`src/rtl/core/jbs_pkg.sv`:
```
// Shared types and constants for the jittered backoff send scheduler.
// No dependencies; imported by every module under rtl/core.
package jbs_pkg;

  // Request kinds carried in tuser
  localparam logic [2:0] REQ_QUERY   = 3'd0;
  localparam logic [2:0] REQ_PAYLOAD = 3'd1;
  localparam logic [2:0] REQ_BUSY    = 3'd2;
  localparam logic [2:0] REQ_SEND    = 3'd3;
  localparam logic [2:0] REQ_RESTART = 3'd4;

  // Configuration register indexes
  localparam logic [2:0] CFG_RNG_SEED     = 3'd0;
  localparam logic [2:0] CFG_MAX_JITTER   = 3'd1;
  localparam logic [2:0] CFG_BASE_BACKOFF = 3'd2;
  localparam logic [2:0] CFG_MAX_BACKOFF  = 3'd3;
  localparam logic [2:0] CFG_SENSE_ENABLE = 3'd4;

  // Generator constants
  localparam logic [31:0] LCG_MUL = 32'd1664525;
  localparam logic [31:0] LCG_ADD = 32'd1013904223;

  // Remainder unit: one quotient bit per cycle
  localparam int unsigned DIV_STEPS = 32;
  localparam int unsigned CNT_W     = $clog2(DIV_STEPS);

  // Stream widths
  localparam int unsigned IN_DATA_W  = 40;
  localparam int unsigned IN_USER_W  = 3;
  localparam int unsigned OUT_DATA_W = 72;
  localparam int unsigned CFG_DATA_W = 32;
  localparam int unsigned CFG_IDX_W  = 3;

  typedef enum logic [2:0] {
    ST_IDLE,
    ST_EXEC,
    ST_LCG,
    ST_DIV,
    ST_FIN,
    ST_DONE
  } state_e;

  // Controller to datapath
  typedef struct packed {
    logic capture;   // latch the incoming request
    logic exec;      // apply a request that needs no jitter
    logic lcg;       // advance generator, start remainder
    logic div_step;  // one remainder step
    logic jit_apply; // schedule now plus jitter
    logic load_out;  // fill the result register
  } ctrl_cmd_t;

  // Datapath to controller
  typedef struct packed {
    logic need_jitter;
    logic div_last;
  } dp_stat_t;

endpackage

```
`src/rtl/core/jbs_ctrl.sv`:
```
// Sequencer for the scheduler: walks each request through its steps.
// Depends on jbs_pkg; drives jbs_dp through ctrl_cmd_t.
module jbs_ctrl
  import jbs_pkg::*;
(
  input  logic      clk_i,
  input  logic      rst_ni,
  input  logic      in_valid_i,
  output logic      in_ready_o,
  output logic      out_valid_o,
  input  logic      out_ready_i,
  input  dp_stat_t  stat_i,
  output ctrl_cmd_t cmd_o
);

  state_e state_q, state_d;
  logic   out_valid_q, out_valid_d;

  // Next state
  always_comb begin
    state_d = state_q;
    case (state_q)
      ST_IDLE: if (in_valid_i) state_d = ST_EXEC;
      ST_EXEC: state_d = stat_i.need_jitter ? ST_LCG : ST_DONE;
      ST_LCG:  state_d = ST_DIV;
      ST_DIV:  if (stat_i.div_last) state_d = ST_FIN;
      ST_FIN:  state_d = ST_DONE;
      ST_DONE: if (!out_valid_q || out_ready_i) state_d = ST_IDLE;
      default: state_d = ST_IDLE;
    endcase
  end

  // Commands
  always_comb begin
    cmd_o      = '0;
    in_ready_o = 1'b0;
    case (state_q)
      ST_IDLE: begin
        in_ready_o    = 1'b1;
        cmd_o.capture = in_valid_i;
      end
      ST_EXEC: cmd_o.exec      = !stat_i.need_jitter;
      ST_LCG:  cmd_o.lcg       = 1'b1;
      ST_DIV:  cmd_o.div_step  = 1'b1;
      ST_FIN:  cmd_o.jit_apply = 1'b1;
      ST_DONE: cmd_o.load_out  = !out_valid_q || out_ready_i;
      default: cmd_o = '0;
    endcase
  end

  // Result register occupancy
  always_comb begin
    out_valid_d = out_valid_q;
    if (cmd_o.load_out) begin
      out_valid_d = 1'b1;
    end else if (out_ready_i) begin
      out_valid_d = 1'b0;
    end
  end

  always_ff @(posedge clk_i or negedge rst_ni) begin
    if (!rst_ni) begin
      state_q     <= ST_IDLE;
      out_valid_q <= 1'b0;
    end else begin
      state_q     <= state_d;
      out_valid_q <= out_valid_d;
    end
  end

  assign out_valid_o = out_valid_q;

endmodule

```
`src/rtl/core/jbs_dp.sv`:
```
// Datapath: configuration registers, scheduler state, generator,
// bit-serial remainder and the result register. Depends on jbs_pkg.
module jbs_dp
  import jbs_pkg::*;
(
  input  logic                  clk_i,
  input  logic                  rst_ni,
  input  logic                  cfg_we_i,
  input  logic [CFG_IDX_W-1:0]  cfg_idx_i,
  input  logic [CFG_DATA_W-1:0] cfg_data_i,
  input  logic [IN_DATA_W-1:0]  in_data_i,
  input  logic [IN_USER_W-1:0]  in_user_i,
  input  ctrl_cmd_t             cmd_i,
  output dp_stat_t              stat_o,
  output logic [OUT_DATA_W-1:0] out_data_o
);

  // Configuration
  logic [31:0] rng_seed_q;
  logic [15:0] max_jitter_q;
  logic [30:0] base_backoff_q;
  logic [30:0] max_backoff_q;
  logic        sense_enable_q;

  always_ff @(posedge clk_i or negedge rst_ni) begin
    if (!rst_ni) begin
      rng_seed_q     <= 32'd1;
      max_jitter_q   <= '0;
      base_backoff_q <= '0;
      max_backoff_q  <= '0;
      sense_enable_q <= 1'b0;
    end else if (cfg_we_i) begin
      case (cfg_idx_i)
        CFG_RNG_SEED:     rng_seed_q     <= cfg_data_i;
        CFG_MAX_JITTER:   max_jitter_q   <= cfg_data_i[15:0];
        CFG_BASE_BACKOFF: base_backoff_q <= cfg_data_i[30:0];
        CFG_MAX_BACKOFF:  max_backoff_q  <= cfg_data_i[30:0];
        CFG_SENSE_ENABLE: sense_enable_q <= cfg_data_i[0];
        default: ;
      endcase
    end
  end

  // Latched request
  logic [2:0]  req_q;
  logic [31:0] now_q;
  logic        ok_q;
  logic        avail_q;

  always_ff @(posedge clk_i) begin
    if (cmd_i.capture) begin
      req_q   <= in_user_i;
      now_q   <= in_data_i[31:0];
      ok_q    <= in_data_i[32];
      avail_q <= in_data_i[33];
    end
  end

  // Scheduler state
  logic [31:0] rand_q, rand_d;
  logic [30:0] backoff_q, backoff_d;
  logic        pending_q, pending_d;
  logic [31:0] attempt_q, attempt_d;

  // Remainder unit
  logic [31:0]      dvd_q, dvd_d;
  logic [15:0]      rem_q, rem_d;
  logic [CNT_W-1:0] cnt_q, cnt_d;

  logic [31:0] rand_next;
  logic [31:0] twice;
  logic [30:0] grown;
  logic [16:0] divisor;
  logic [16:0] trial;

  // Generator step, truncated to 32 bits
  assign rand_next = 32'(rand_q * LCG_MUL) + LCG_ADD;

  // Backoff growth: base first, then doubled with cap
  assign twice = {backoff_q, 1'b0};
  always_comb begin
    if (backoff_q == '0) begin
      grown = base_backoff_q;
    end else if (twice > {1'b0, max_backoff_q}) begin
      grown = max_backoff_q;
    end else begin
      grown = twice[30:0];
    end
  end

  // Restoring remainder step; partial remainder stays below the divisor
  assign divisor = {1'b0, max_jitter_q} + 17'd1;
  assign trial   = {rem_q, dvd_q[31]};

  always_comb begin
    rand_d    = rand_q;
    backoff_d = backoff_q;
    pending_d = pending_q;
    attempt_d = attempt_q;
    dvd_d     = dvd_q;
    rem_d     = rem_q;
    cnt_d     = cnt_q;
    if (cmd_i.exec) begin
      case (req_q)
        REQ_PAYLOAD: begin
          pending_d = 1'b1;
          attempt_d = now_q;
        end
        REQ_BUSY: begin
          backoff_d = grown;
          attempt_d = now_q + {1'b0, grown};
        end
        REQ_SEND: begin
          if (ok_q) begin
            pending_d = 1'b0;
            backoff_d = '0;
          end else begin
            backoff_d = grown;
            attempt_d = now_q + {1'b0, grown};
          end
        end
        REQ_RESTART: begin
          rand_d    = (rng_seed_q == '0) ? 32'd1 : rng_seed_q;
          backoff_d = '0;
          pending_d = 1'b0;
          attempt_d = '0;
        end
        default: ;
      endcase
    end
    if (cmd_i.lcg) begin
      rand_d = rand_next;
      dvd_d  = rand_next;
      rem_d  = '0;
      cnt_d  = '0;
    end
    if (cmd_i.div_step) begin
      dvd_d = {dvd_q[30:0], 1'b0};
      cnt_d = cnt_q + 1'b1;
      if (trial >= divisor) begin
        rem_d = 16'(trial - divisor);
      end else begin
        rem_d = trial[15:0];
      end
    end
    if (cmd_i.jit_apply) begin
      pending_d = 1'b1;
      attempt_d = now_q + {16'd0, rem_q};
    end
  end

  always_ff @(posedge clk_i or negedge rst_ni) begin
    if (!rst_ni) begin
      rand_q    <= 32'd1;
      backoff_q <= '0;
      pending_q <= 1'b0;
      attempt_q <= '0;
    end else begin
      rand_q    <= rand_d;
      backoff_q <= backoff_d;
      pending_q <= pending_d;
      attempt_q <= attempt_d;
    end
  end

  always_ff @(posedge clk_i) begin
    dvd_q <= dvd_d;
    rem_q <= rem_d;
    cnt_q <= cnt_d;
  end

  assign stat_o.need_jitter = (req_q == REQ_PAYLOAD) && (max_jitter_q != '0);
  assign stat_o.div_last    = (cnt_q == CNT_W'(DIV_STEPS - 1));

  // Result register
  logic [OUT_DATA_W-1:0] out_q;

  always_ff @(posedge clk_i) begin
    if (cmd_i.load_out) begin
      out_q <= {6'd0, backoff_q, attempt_q, sense_enable_q & avail_q, pending_q,
                pending_q && (now_q >= attempt_q)};
    end
  end

  assign out_data_o = out_q;

endmodule

```
`src/rtl/core/jittered_backoff_send_scheduler_unit.sv`:
```
// Top level of the jittered backoff send scheduler.
// Depends on jbs_pkg, jbs_ctrl and jbs_dp.
//
//  channel  direction  payload (low bit first)
//  s_axis   in         tdata: now_time, send_ok, sense_available; tuser: req_type
//  m_axis   out        tdata: ready_to_send, payload_waiting, sense_first,
//                             next_attempt_time, backoff_delay
//  cfg      in         write enable, register index, 32-bit data
//
// A payload-built request with nonzero max_jitter steps through capture, the execute
// step, one generator step, 32 remainder steps, the jitter add and the result load.
// Every other request steps through capture, the execute step and the result load.
// One request is in flight at a time; the next is accepted while the previous result
// waits in the output register, and an untaken result holds the following one in its
// load step.
// Reset is asynchronous and active low; no clearing pass is needed.
module jittered_backoff_send_scheduler_unit
  import jbs_pkg::*;
(
  input  logic                  clk_i,
  input  logic                  rst_ni,
  input  logic                  cfg_we_i,
  input  logic [CFG_IDX_W-1:0]  cfg_idx_i,
  input  logic [CFG_DATA_W-1:0] cfg_data_i,
  input  logic                  s_axis_tvalid_i,
  output logic                  s_axis_tready_o,
  // [31:0] now_time, [32] send_ok, [33] sense_available, [39:34] zero
  input  logic [IN_DATA_W-1:0]  s_axis_tdata_i,
  // [2:0] req_type
  input  logic [IN_USER_W-1:0]  s_axis_tuser_i,
  output logic                  m_axis_tvalid_o,
  input  logic                  m_axis_tready_i,
  // [0] ready_to_send, [1] payload_waiting, [2] sense_first,
  // [34:3] next_attempt_time, [65:35] backoff_delay, [71:66] zero
  output logic [OUT_DATA_W-1:0] m_axis_tdata_o
);

  ctrl_cmd_t cmd;
  dp_stat_t  stat;

  jbs_ctrl u_ctrl (
    .clk_i       (clk_i),
    .rst_ni      (rst_ni),
    .in_valid_i  (s_axis_tvalid_i),
    .in_ready_o  (s_axis_tready_o),
    .out_valid_o (m_axis_tvalid_o),
    .out_ready_i (m_axis_tready_i),
    .stat_i      (stat),
    .cmd_o       (cmd)
  );

  jbs_dp u_dp (
    .clk_i      (clk_i),
    .rst_ni     (rst_ni),
    .cfg_we_i   (cfg_we_i),
    .cfg_idx_i  (cfg_idx_i),
    .cfg_data_i (cfg_data_i),
    .in_data_i  (s_axis_tdata_i),
    .in_user_i  (s_axis_tuser_i),
    .cmd_i      (cmd),
    .stat_o     (stat),
    .out_data_o (m_axis_tdata_o)
  );

`ifndef NO_ASSERTIONS
  // An accepted request blocks the input until it has been worked through
  a_busy_after_accept: assert property (@(posedge clk_i) disable iff (!rst_ni)
    (s_axis_tvalid_i && s_axis_tready_o) |=> !s_axis_tready_o)
    else $error("input accepted twice in a row");

  // Ready to send implies a pending payload
  a_ready_needs_pending: assert property (@(posedge clk_i) disable iff (!rst_ni)
    m_axis_tvalid_o |-> !(m_axis_tdata_o[0] && !m_axis_tdata_o[1]))
    else $error("ready_to_send without pending payload");

  // Only one command is issued to the datapath per cycle
  a_single_cmd: assert property (@(posedge clk_i) disable iff (!rst_ni)
    $onehot0(cmd))
    else $error("overlapping datapath commands");
`endif

endmodule

```
`config.mk`:
```
export PLATFORM = sky130hd
export DESIGN_NAME = jittered_backoff_send_scheduler_unit
export DESIGN_NICKNAME = d
export VERILOG_FILES = /design/src/rtl/core/jbs_pkg.sv /design/src/rtl/core/jbs_ctrl.sv /design/src/rtl/core/jbs_dp.sv /design/src/rtl/core/jittered_backoff_send_scheduler_unit.sv
export SDC_FILE = /design/constraint.sdc
export NUM_CORES = 1
export LEC_CHECK = 0
export BUFFER_PORTS_ARGS = -buffer_cell sky130_fd_sc_hd__buf_2
export CELL_PAD_IN_SITES_DETAIL_PLACEMENT = 0
export CELL_PAD_IN_SITES_GLOBAL_PLACEMENT = 1
export CORE_MARGIN = 10
export CORE_UTILIZATION = 45
export DETAILED_ROUTE_END_ITERATION = 6
export GPL_TIMING_DRIVEN = 0
export PLACE_DENSITY = 0.76
export SLEW_MARGIN = 0
export SYNTH_ARGS = -nofsm -noshare
export SYNTH_HDL_FRONTEND = slang
export SYNTH_SLANG_ARGS = --single-unit
```
`constraint.sdc`:
```
create_clock -name clk_i -period 8 [get_ports clk_i]
set_input_delay 0 -clock clk_i [delete_from_list [all_inputs] [get_ports clk_i]]
set_output_delay 0 -clock clk_i [all_outputs]
set_load 0.05 [all_outputs]
```
==> key figures, run 1 <==
Setup path
  • CP top delay family: adder cells
  • Slowest-stage cell, CP: dfrtp_1
  • Worst Path Max Fanout: 12
  • CP arrival: roughly 7.6 ns
  • Worst path required time: slightly above 8 ns
  • Ordered list of cells on the worst path: inv_1 -> ha_1 -> xnor2_1 -> ha_1 -> fa_1 -> inv_1 -> fa_1 -> inv_1 -> fa_1 -> fa_1 -> inv_1 -> fa_1 -> inv_1 -> ha_1 -> and4_1 -> and2_1 -> nand2_1 -> o21ai_0 -> a41oi_1 -> a21oi_1 -> xnor2_1 -> nand2_1 -> nand2_1
  • Kind of end point of the critical path: flop
  • Largest stage delay, worst path: approximately 0.73 ns
  • Worst Path Class, Setup: reg2reg
  • Worst Path Buf+Inv: 5
  • Crit path launch type: flop

Floorplan
  • Chip width: between 200 and 300 microns
  • Initial Util: 45.28%
  • Die extent in y: ~270 microns
  • FP Rows: 90
  • Ports: 157
  • Core Area: between 60000 and 70000 sq um
  • Die ar.: around 70000 sq um

STA
  • Fin Clk Skew: 0.02216 ns
  • Slew HR: 7.680%
  • Fin. max-slew vios: 0
  • Unrepaired setup endpoints after global routing: false
  • Endpoints failing hold: 0
  • FMAX: 135.4 MHz
  • Tightest Pin Transition: between 1 and 1.5 ns
  • Total Neg Setup Slack: 0 ns
  • Min Clock Period, post-route: 7.387 ns
  • Setup violations, final: 0
  • Final Cycle Share: about 92%

Routing
  • Iteration-0 DRC count of the detailed router: between 1500 and 2000
  • DR pass1 iterations: 5
  • DR DRC count: 0
  • Vias: 20980
  • Routed length per instance: ~22 microns
  • Total Routed Length: ~80000 microns
  • Via density: 5.634
  • Post-route ant nets: 0

Global route
  • Grt total ovfl: 0
  • Largest net degree at the start of global routing: 122
  • Number of global-route vias before repair: 21430
  • Global-route wire length before repair: between 100000 and 150000 microns
  • Initial antenna violation count: 2
  • GRT Resource Usage Total: a little under a quarter

Place
  • GPL Wtd Cong: 0.9407
  • Post-DP HPWL: 63300 microns
  • PortBufs: about 140

Clock tree
  • Latest clock arrival within the worst-skew pair: about 0.55 ns
  • Root buffer cell: clkbuf_16
  • CTS tree: built
  • CTS Buf Count: 39
  • Resized Gates After CTS: 0
  • Clock transition at path regs: about 0.070 ns
  • Setup bufs post-CTS: 0
  • Clk sinks: ~370
  • H-tree depth: 2
  • Largest buffer count on any clock path: 3

Synth
  • FF+latch count, synth: around 370
  • Post-synth top area cell: dfrtp_1
  • Synth Flop Type: dfrtp_1
  • Synth cell types: 85
  • Mapped cell area: 27180 sq um
  • Sequential fraction of the synthesis area: a little over a third
  • Mapped Avg Cell Area: 10.29 sq um
  • Count leader, synth: inv_1
  • Post-synthesis cell count: 2640
  • Yosys warns: 0
  • Synth cell count leaders: inv_1, ha_1, dfrtp_1
  • Yosys top cell area share: 19.24%
  • Post-synth EDFFs: 155
  • Synth async-reset ratio: 57.49%
  • Top cells by area, synth: dfrtp_1, edfxtp_1, ha_1

Run status
  • Status: complete, no violations

Job
  • Maximum Capacitance Violations: 0

Min path
  • Worst hold path class: in2async

Finish
  • Share of layout cells above drive strength 1: 12.34%
  • Nets: 3423
  • Diode count: 0
  • Area delta synth->final: 14.44%
-- stage by stage --
step                setup WS [ns]  instance area (sq um)  cells  util, %  hold WS (ns)
floorplan                   1.823                  27200   2645        -       -0.2956
global placement           0.5913                  28900   3571    48.14        0.1772
detailed placement         0.5590                  28990   3574    48.29       0.08109
CTS                        0.5480                  31100   3723    51.82        0.1084
global route               0.1806                  31100   3723    51.82        0.1497
finish                     0.6133                  31100   3723    51.82       0.09124
-- state kept, by name, summed over array words and instances (netlist names), 3 cells and up --
register / count
u_dp.out_data_o: 66
u_dp.attempt_q: 32
u_dp.dvd_q: 32
u_dp.now_q: 32
u_dp.rand_q: 32
u_dp.rng_seed_q: 32
u_dp.backoff_q: 31
u_dp.base_backoff_q: 31
u_dp.max_backoff_q: 31
u_dp.max_jitter_q: 16
u_dp.rem_q: 16
u_dp.cnt_q: 5
u_ctrl.state_q: 3
u_dp.req_q: 3
-- cell type report --
class / instances / area, sq um
Fill cell: 5387 / 28920
Multi-Input combinational cell: 1818 / 15450
Sequential cell: 367 / 9957
Timing Repair Buffer: 224 / 1577
Inverter: 370 / 1389
Clock buffer: 51 / 1094
Tap cell: 782 / 978.4
Buffer: 90 / 410.4
Clock inverter: 21 / 251.5
-- cell families (layout without fill, tap and decap cells) --
| kind of cell | Yosys count | in the layout | synth area share, % |
|---|---|---|---|
| adders and majority gates | 430 | 430 | 23.66 |
| xor gates and xnor gates | 126 | 126 | 4.061 |
| buffers and inverters | 460 | 756 | 6.620 |
| and+or+nand+nor | 541 | 541 | 9.369 |
| muxes | 178 | 178 | 7.081 |
| other | 1 | 6 | 0.01380 |
| DFF | 367 | 367 | 36.64 |
| AOI/OAI and AO/OA | 537 | 537 | 12.55 |
-- path summary, 6_finish.rpt --
path	endpoint	from	slack [ns]	depth (start not counted)
max in group asynchronous	u_dp.max_jitter_q[0]	rst_ni	6.80	3
min reg2reg	u_dp.out_data_o[13]	u_dp.attempt_q[10]	0.45	0
min	u_dp.attempt_q[29]	rst_ni	0.09	2
max	u_dp.dvd_q[31]	u_dp.rand_q[1]	0.61	23
max reg2reg	u_dp.dvd_q[31]	u_dp.rand_q[1]	0.61	23
min in group clk_i	u_dp.now_q[9]	s_axis_tdata_i[9]	0.16	2
-- repair_timing --
action	CTS	global route
endpoints found under the setup margin	0	0
hold buffers	77	0
endpoints found under the hold margin	239	0
-- layout by cell type (no fill, tap or decap), types with 54 or more instances in the layout --
cell type	Yosys	routed
a21o_1	54	54
dfrtp_1	209	209
nand2_1	163	163
dlygate4sd3_1	0	77
inv_1	368	368
o21ai_0	101	101
buf_2	9	152
nor2_1	156	156
ha_1	290	290
mux2i_1	67	67
a21oi_1	161	161
clkbuf_1	60	67
fa_1	140	140
mux2_2	110	110
xnor2_1	78	78
edfxtp_1	155	155
-- layer usage --
layer	share of wire, %	vias to the layer above	track usage, %
li1	-	9750	-
met1	47	10440	32.89
met2	44	697	34.31
met3	7.6	86	4.586
met4	1.6	2	4.015
met5	0.020	-	0
Power of run 1 is left out: the tool's default activity adds up to more than one toggle a clock period on the data nets, which glitch-free logic cannot reach.
==> inputs of run 2 (changes only) <==
--- a/config.mk
+++ b/config.mk
@@ -12,7 +12,7 @@
 export CORE_UTILIZATION = 45
 export DETAILED_ROUTE_END_ITERATION = 6
 export GPL_TIMING_DRIVEN = 0
-export PLACE_DENSITY = 0.76
+export PLACE_DENSITY_LB_ADDON = 0.1
 export SLEW_MARGIN = 0
 export SYNTH_ARGS = -nofsm -noshare
 export SYNTH_HDL_FRONTEND = slang
==> key figures, run 2 (same netlist as run 1, synthesis figures left out) <==
Setup path
  • Worst Path Max Fanout: 12
  • Worst flop-to-flop path startpoint: u_dp.rand_q[1]
  • Crit path launch type: flop
  • Kind of end point of the critical path: flop
  • Worst Path Class, Setup: reg2reg
  • Worst path required time: between 8 and 9 ns
  • Crit. Startpoint: u_dp.rand_q[1]
  • CP arrival: 7.88 ns

Place
  • PortBufs: 144
  • Placed insts: around 3600
  • GPL Wtd Cong: between 0.8 and 0.9
  • Post-DP Area: 28990 sq um
  • Post-DP HPWL: roughly 65000 microns

Floorplan
  • Initial Util: 45.28%
  • Die extent in y: approximately 270 microns
  • FP Rows: 90
  • Ports: roughly 160
  • Chip width: between 200 and 300 microns
  • Die ar.: about 70000 sq um
  • Core Area: 60020 sq um

Clock tree
  • Latest clock arrival within the worst-skew pair: 0.58 ns
  • Resized Gates After CTS: 0
  • Clk sinks: roughly 370
  • H-tree depth: 2
  • CTS tree: built
  • Root buffer cell: clkbuf_16
  • Clock transition at path regs: about 0.060 ns
  • CTS Buf Count: 42
  • Largest buffer count on any clock path: 3

STA
  • Final Cycle Share: around 94%
  • Tightest Pin Transition: 1.284 ns
  • Unrepaired setup endpoints after global routing: false
  • Min Clock Period, post-route: 7.529 ns
  • Min Hold Slack: roughly 0.032 ns
  • Setup violations, final: 0
  • FMAX: roughly 130 MHz
  • Fin. max-slew vios: 0
  • Fin Clk Skew: around 0.017 ns
  • Endpoints failing hold: 0
  • Slew HR: between 10% and 20%
  • Total Neg Setup Slack: 0 ns

Global route
  • GRT Resource Usage Total: between 20% and 30%
  • Initial antenna violation count: 2
  • Number of global-route vias before repair: about 21000
  • Largest net degree at the start of global routing: ~110
  • Grt total ovfl: 0
  • Global-route wire length before repair: 125000 microns

Finish
  • Max FFs per register: 66
  • Final Non-Filler Cells: ~3700
  • Storage cell area: 9957 sq um
  • Highest-count cells in the layout ignoring fill and taps: inv_1, ha_1, dfrtp_1, nand2_1, a21oi_1
  • Area of the multi-input gates: ~15000 sq um
  • Design area: 31100 sq um
  • Commonest non-fill, non-tap cell in the layout: inv_1
  • Diode count: 0
  • Filler cell count in the final layout: around 5500
  • Nets: about 3400
  • Area delta synth->final: 14.45%
  • Share of layout cells above drive strength 1: 12.30%

Routing
  • Total Routed Length: roughly 81000 microns
  • Via density: approximately 5.6
  • Iteration-0 DRC count of the detailed router: roughly 1600
  • DR DRC count: 0
  • Routed length per instance: 21.78 microns
  • Post-route ant nets: 0
  • Vias: 20750
  • DR pass1 iterations: 7

Min path
  • Worst hold path class: in2async

Job
  • Maximum Capacitance Violations: 0

Run status
  • Status: complete, no violations
[run 2: cell types whose count changed in the layout (fill, tap and decap cells not counted)]
cell and delta:
bufinv_16 -1, clkbuf_1 +5, clkbuf_16 +2, clkbuf_8 -1, clkinv_1 +2, clkinv_4 -1, clkinv_8 +1, dlygate4sd3_1 -3
inv_6 -1
[run 2: stage by stage]
stage          util (%)  setup WS [ns]
6_report          51.82         0.4708
5_1_grt           51.82        0.01175
3_3_place_gp      48.14         0.5356
3_5_place_dp      48.29         0.4695
2_1_floorplan         -          1.823
4_1_cts           51.82         0.4556
[run 2: area by class of cell]
| type | count | area share [%] |
|---|---|---|
| Sequential cell | 367 | 32.01 |
| Tap cell | 782 | 3.146 |
| Timing Repair Buffer | 221 | 4.972 |
| Clock buffer | 57 | 3.693 |
| Inverter | 370 | 4.465 |
| Clock inverter | 21 | 0.7321 |
| Buffer | 90 | 1.319 |
| Multi-Input combinational cell | 1818 | 49.66 |
[run 2: path summary, 6_finish.rpt]
kind / to / cells after the start / slack [ns]
min: u_dp.rng_seed_q[31] / 2 / 0.03
max reg2reg: u_dp.dvd_q[31] / 23 / 0.47
min reg2reg: u_dp.out_data_o[12] / 0 / 0.45
max: u_dp.dvd_q[31] / 23 / 0.47
min in group clk_i: u_dp.sense_enable_q / 4 / 0.07
max in group asynchronous: u_dp.attempt_q[0] / 3 / 6.83
[run 2: repair_timing]
item / CTS / global route
hold buffers: 74 / 0
buffers inserted: 0 / 0
hold endpoints to repair: 254 / 0
[run 2: routing by layer]
layer	global-route usage (%)	up-vias	part of all wire [%]	routed length, microns
met5	0	-	0.023	19
met4	4.401	2	1.5	1207
met3	4.558	76	6.7	5456
met2	34.19	574	43	34800
met1	34.01	10350	49	39660
li1	-	9744	-	-
[run 2: worst max-delay path: stages, from the launching register on]
cell and delay [ns]:
dfrtp_1 0.72, inv_1 0.31, ha_1 0.40, xnor2_1 0.21, ha_1 0.29, fa_1 0.54, inv_1 0.06, fa_1 0.59
inv_1 0.08, fa_1 0.50, fa_1 0.57, inv_1 0.07, fa_1 0.53, inv_1 0.04, ha_1 0.38, and4_1 0.27
and2_1 0.19, nand2_1 0.05, o21ai_0 0.47, a41oi_1 0.23, a21oi_1 0.20, xnor2_1 0.16, nand2_1 0.12, nand2_1 0.32
Power of run 2 is left out for the same reason.
==> inputs of run 3 (changes only) <==
--- a/config.mk
+++ b/config.mk
@@ -5,13 +5,14 @@
 export SDC_FILE = /design/constraint.sdc
 export NUM_CORES = 1
 export LEC_CHECK = 0
+export ABC_AREA = 1
 export BUFFER_PORTS_ARGS = -buffer_cell sky130_fd_sc_hd__buf_2
 export CELL_PAD_IN_SITES_DETAIL_PLACEMENT = 0
 export CELL_PAD_IN_SITES_GLOBAL_PLACEMENT = 1
-export CORE_MARGIN = 10
 export CORE_UTILIZATION = 45
 export DETAILED_ROUTE_END_ITERATION = 6
 export GPL_TIMING_DRIVEN = 0
+export HOLD_SLACK_MARGIN = 0.03
 export PLACE_DENSITY_LB_ADDON = 0.1
 export SLEW_MARGIN = 0
 export SYNTH_ARGS = -nofsm -noshare
==> key figures, run 3 <==
Synth
  • Mapped Avg Cell Area: 7.943 sq um
  • Synth cell count leaders: nand2_1, inv_1, ha_1
  • Yosys top cell area share: approximately 18%
  • Synth Flop Type: dfrtp_1
  • Yosys warns: 0
  • Post-synth EDFFs: 155
  • Post-synthesis cell count: ~3700
  • Synth cell types: a little over 60
  • Mapped cell area: 29210 sq um
  • Sequential fraction of the synthesis area: approximately a third
  • Count leader, synth: nand2_1
  • Post-synth top area cell: dfrtp_1
  • Top cells by area, synth: dfrtp_1, edfxtp_1, ha_1
  • Synth async-reset ratio: 57.49%
  • FF+latch count, synth: roughly 370

Routing
  • DR pass1 iterations: 6
  • DR DRC count: 0
  • Vias: between 20000 and 30000
  • Via density: 5.185
  • Iteration-0 DRC count of the detailed router: 1838
  • Post-route ant nets: 0
  • Total Routed Length: just under 100000 microns
  • Routed length per instance: between 15 and 20 microns

Finish
  • Share of layout cells above drive strength 1: under 10%
  • Max FFs per register: 66
  • Final Core Density: between 50 and 60%
  • Storage cell area: about 10000 sq um
  • Filler cell count in the final layout: 6322
  • Area of the multi-input gates: about 16000 sq um
  • Area delta synth->final: 14.19%
  • Highest-count cells in the layout ignoring fill and taps: nand2_1, inv_1, ha_1, nand3_1, o21ai_0
  • Nets: approximately 4500
  • Commonest non-fill, non-tap cell in the layout: nand2_1

Clock tree
  • Setup bufs post-CTS: 0
  • Clk sinks: ~370
  • CTS Buf Count: 42
  • CTS tree: built
  • H-tree depth: 2
  • Latest clock arrival within the worst-skew pair: 0.60 ns
  • Largest buffer count on any clock path: 3
  • Root buffer cell: clkbuf_16
  • Clock transition at path regs: 0.06 ns

Run status
  • Status: complete, no violations

Floorplan
  • Initial Util: a little under half
  • Ports: approximately 160
  • Core Area: 64350 sq um
  • Chip width: 256.8 microns
  • FP Rows: 93
  • Die ar.: between 60000 and 70000 sq um
  • Die extent in y: between 200 and 300 microns

Place
  • PortBufs: 144
  • Post-DP HPWL: between 70000 and 80000 microns
  • GPL Wtd Cong: around 0.96
  • Setup Slack @ Placement: about 0.68 ns

Setup path
  • Worst path required time: 8.27 ns
  • Kind of end point of the critical path: flop
  • Worst Path Class, Setup: reg2reg
  • Worst Path Max Fanout: 12
  • Crit path launch type: flop
  • CP arrival: approximately 7.6 ns

STA
  • Fin Clk Skew: between 0.03 and 0.04 ns
  • Setup violations, final: 0
  • Unrepaired setup endpoints after global routing: false
  • Final Cycle Share: 91.96%
  • Min Hold Slack: between 0.06 and 0.07 ns
  • Final worst slack: between 0.6 and 0.7 ns
  • Fin. max-slew vios: 0
  • Slew HR: ~41%
  • Total Neg Setup Slack: 0 ns
  • Tightest Pin Transition: ~0.9 ns
  • Endpoints failing hold: 0
  • FMAX: 135.9 MHz
  • Min Clock Period, post-route: about 7.4 ns

Global route
  • Number of global-route vias before repair: 24840
  • GRT Resource Usage Total: about 29%
  • Global-route wire length before repair: around 150000 microns
  • Grt total ovfl: 0
  • Initial antenna violation count: 2
  • Largest net degree at the start of global routing: 117

Job
  • Maximum Capacitance Violations: 0

Min path
  • Worst hold path class: in2reg
==> run 3: cell types whose count changed after synthesis, moves of 26 or more <==
cell / previous run / this run
mux2_2: 110 / 1
a21oi_1: 161 / 193
o21ai_0: 101 / 251
a21o_1: 54 / 6
a22oi_1: 37 / 11
nor2_1: 156 / 220
xnor2_1: 78 / 16
nand2_1: 163 / 913
nand3_1: 42 / 263
inv_1: 368 / 642
mux2i_1: 67 / 0
==> run 3: path summary, 6_finish.rpt <==
| kind | endpoint | depth (start not counted) | from | slack (ns) |
|---|---|---|---|---|
| max in group asynchronous | u_dp.base_backoff_q[18] | 3 | rst_ni | 6.77 |
| setup reg to reg | u_dp.dvd_q[30] | 22 | u_dp.rand_q[1] | 0.64 |
| hold / removal | u_dp.max_backoff_q[30] | 4 | cfg_idx_i[0] | 0.07 |
| setup / recovery | u_dp.dvd_q[30] | 22 | u_dp.rand_q[1] | 0.64 |
| min in group asynchronous | u_ctrl.out_valid_o | 2 | rst_ni | 0.08 |
| hold reg to reg | u_dp.out_data_o[11] | 0 | u_dp.attempt_q[8] | 0.45 |
==> run 3: critical path: stages (launching register included) <==
cell      delay (ns)
dfrtp_1         0.65
inv_1           0.26
ha_1            0.39
xor2_1          0.65
inv_1           0.11
ha_1            0.34
fa_1            0.54
inv_1           0.07
fa_1            0.54
inv_1           0.06
fa_1            0.53
fa_1            0.56
inv_1           0.06
fa_1            0.56
inv_1           0.05
ha_1            0.38
a21oi_1         0.21
o21ai_0         0.17
o21bai_1        0.24
a21oi_1         0.23
nand3b_1        0.11
nand3_1         0.12
nand2_1         0.21
==> run 3: what timing repair did <==
action | in CTS | in global routing
resized for setup | 0 | 0
hold endpoints to repair | 252 | 0
hold buffers | 76 | 0
==> run 3: cell type report <==
cell class,count,area share [%]
Antenna cell,1,0.007503
Buffer,84,1.264
Clock buffer,54,3.624
Clock inverter,24,0.6790
Inverter,649,7.312
Multi-Input combinational cell,2582,49.26
Sequential cell,367,29.85
Tap cell,855,3.208
Timing Repair Buffer,225,4.794
==> run 3: metrics by stage <==
step / cell area, sq um / cells
6_report: 33350 / 4841
5_1_grt: 33350 / 4840
4_1_cts: 33350 / 4840
3_5_place_dp: 31150 / 4686
3_3_place_gp: 31020 / 4681
2_1_floorplan: 29230 / 3682
==> run 3: kinds of logic (layout without fill, tap and decap cells) <==
kind of cell | Yosys count | count (layout) | synth area share, %
buffers and inverters | 733 | 1036 | 9.793
xor gates and xnor gates | 40 | 40 | 1.199
DFF | 367 | 367 | 34.09
other | 1 | 7 | 0.01284
muxes | 1 | 1 | 0.03855
AOI/OAI and AO/OA | 519 | 519 | 9.498
adders and majority gates | 430 | 430 | 22.02
and+or+nand+nor | 1586 | 1586 | 23.35
==> run 3: routing by layer <==
metal	track usage (%)	vias to the layer above	share of wire [%]	wire length, microns
li1	-	12410	-	-
met1	40.39	11940	46	43930
met2	49.02	610	47	45320
met3	2.659	144	4.0	3832
met4	9.507	0	3.3	3177
met5	0	-	0	0
Power of run 3 is left out for the same reason.
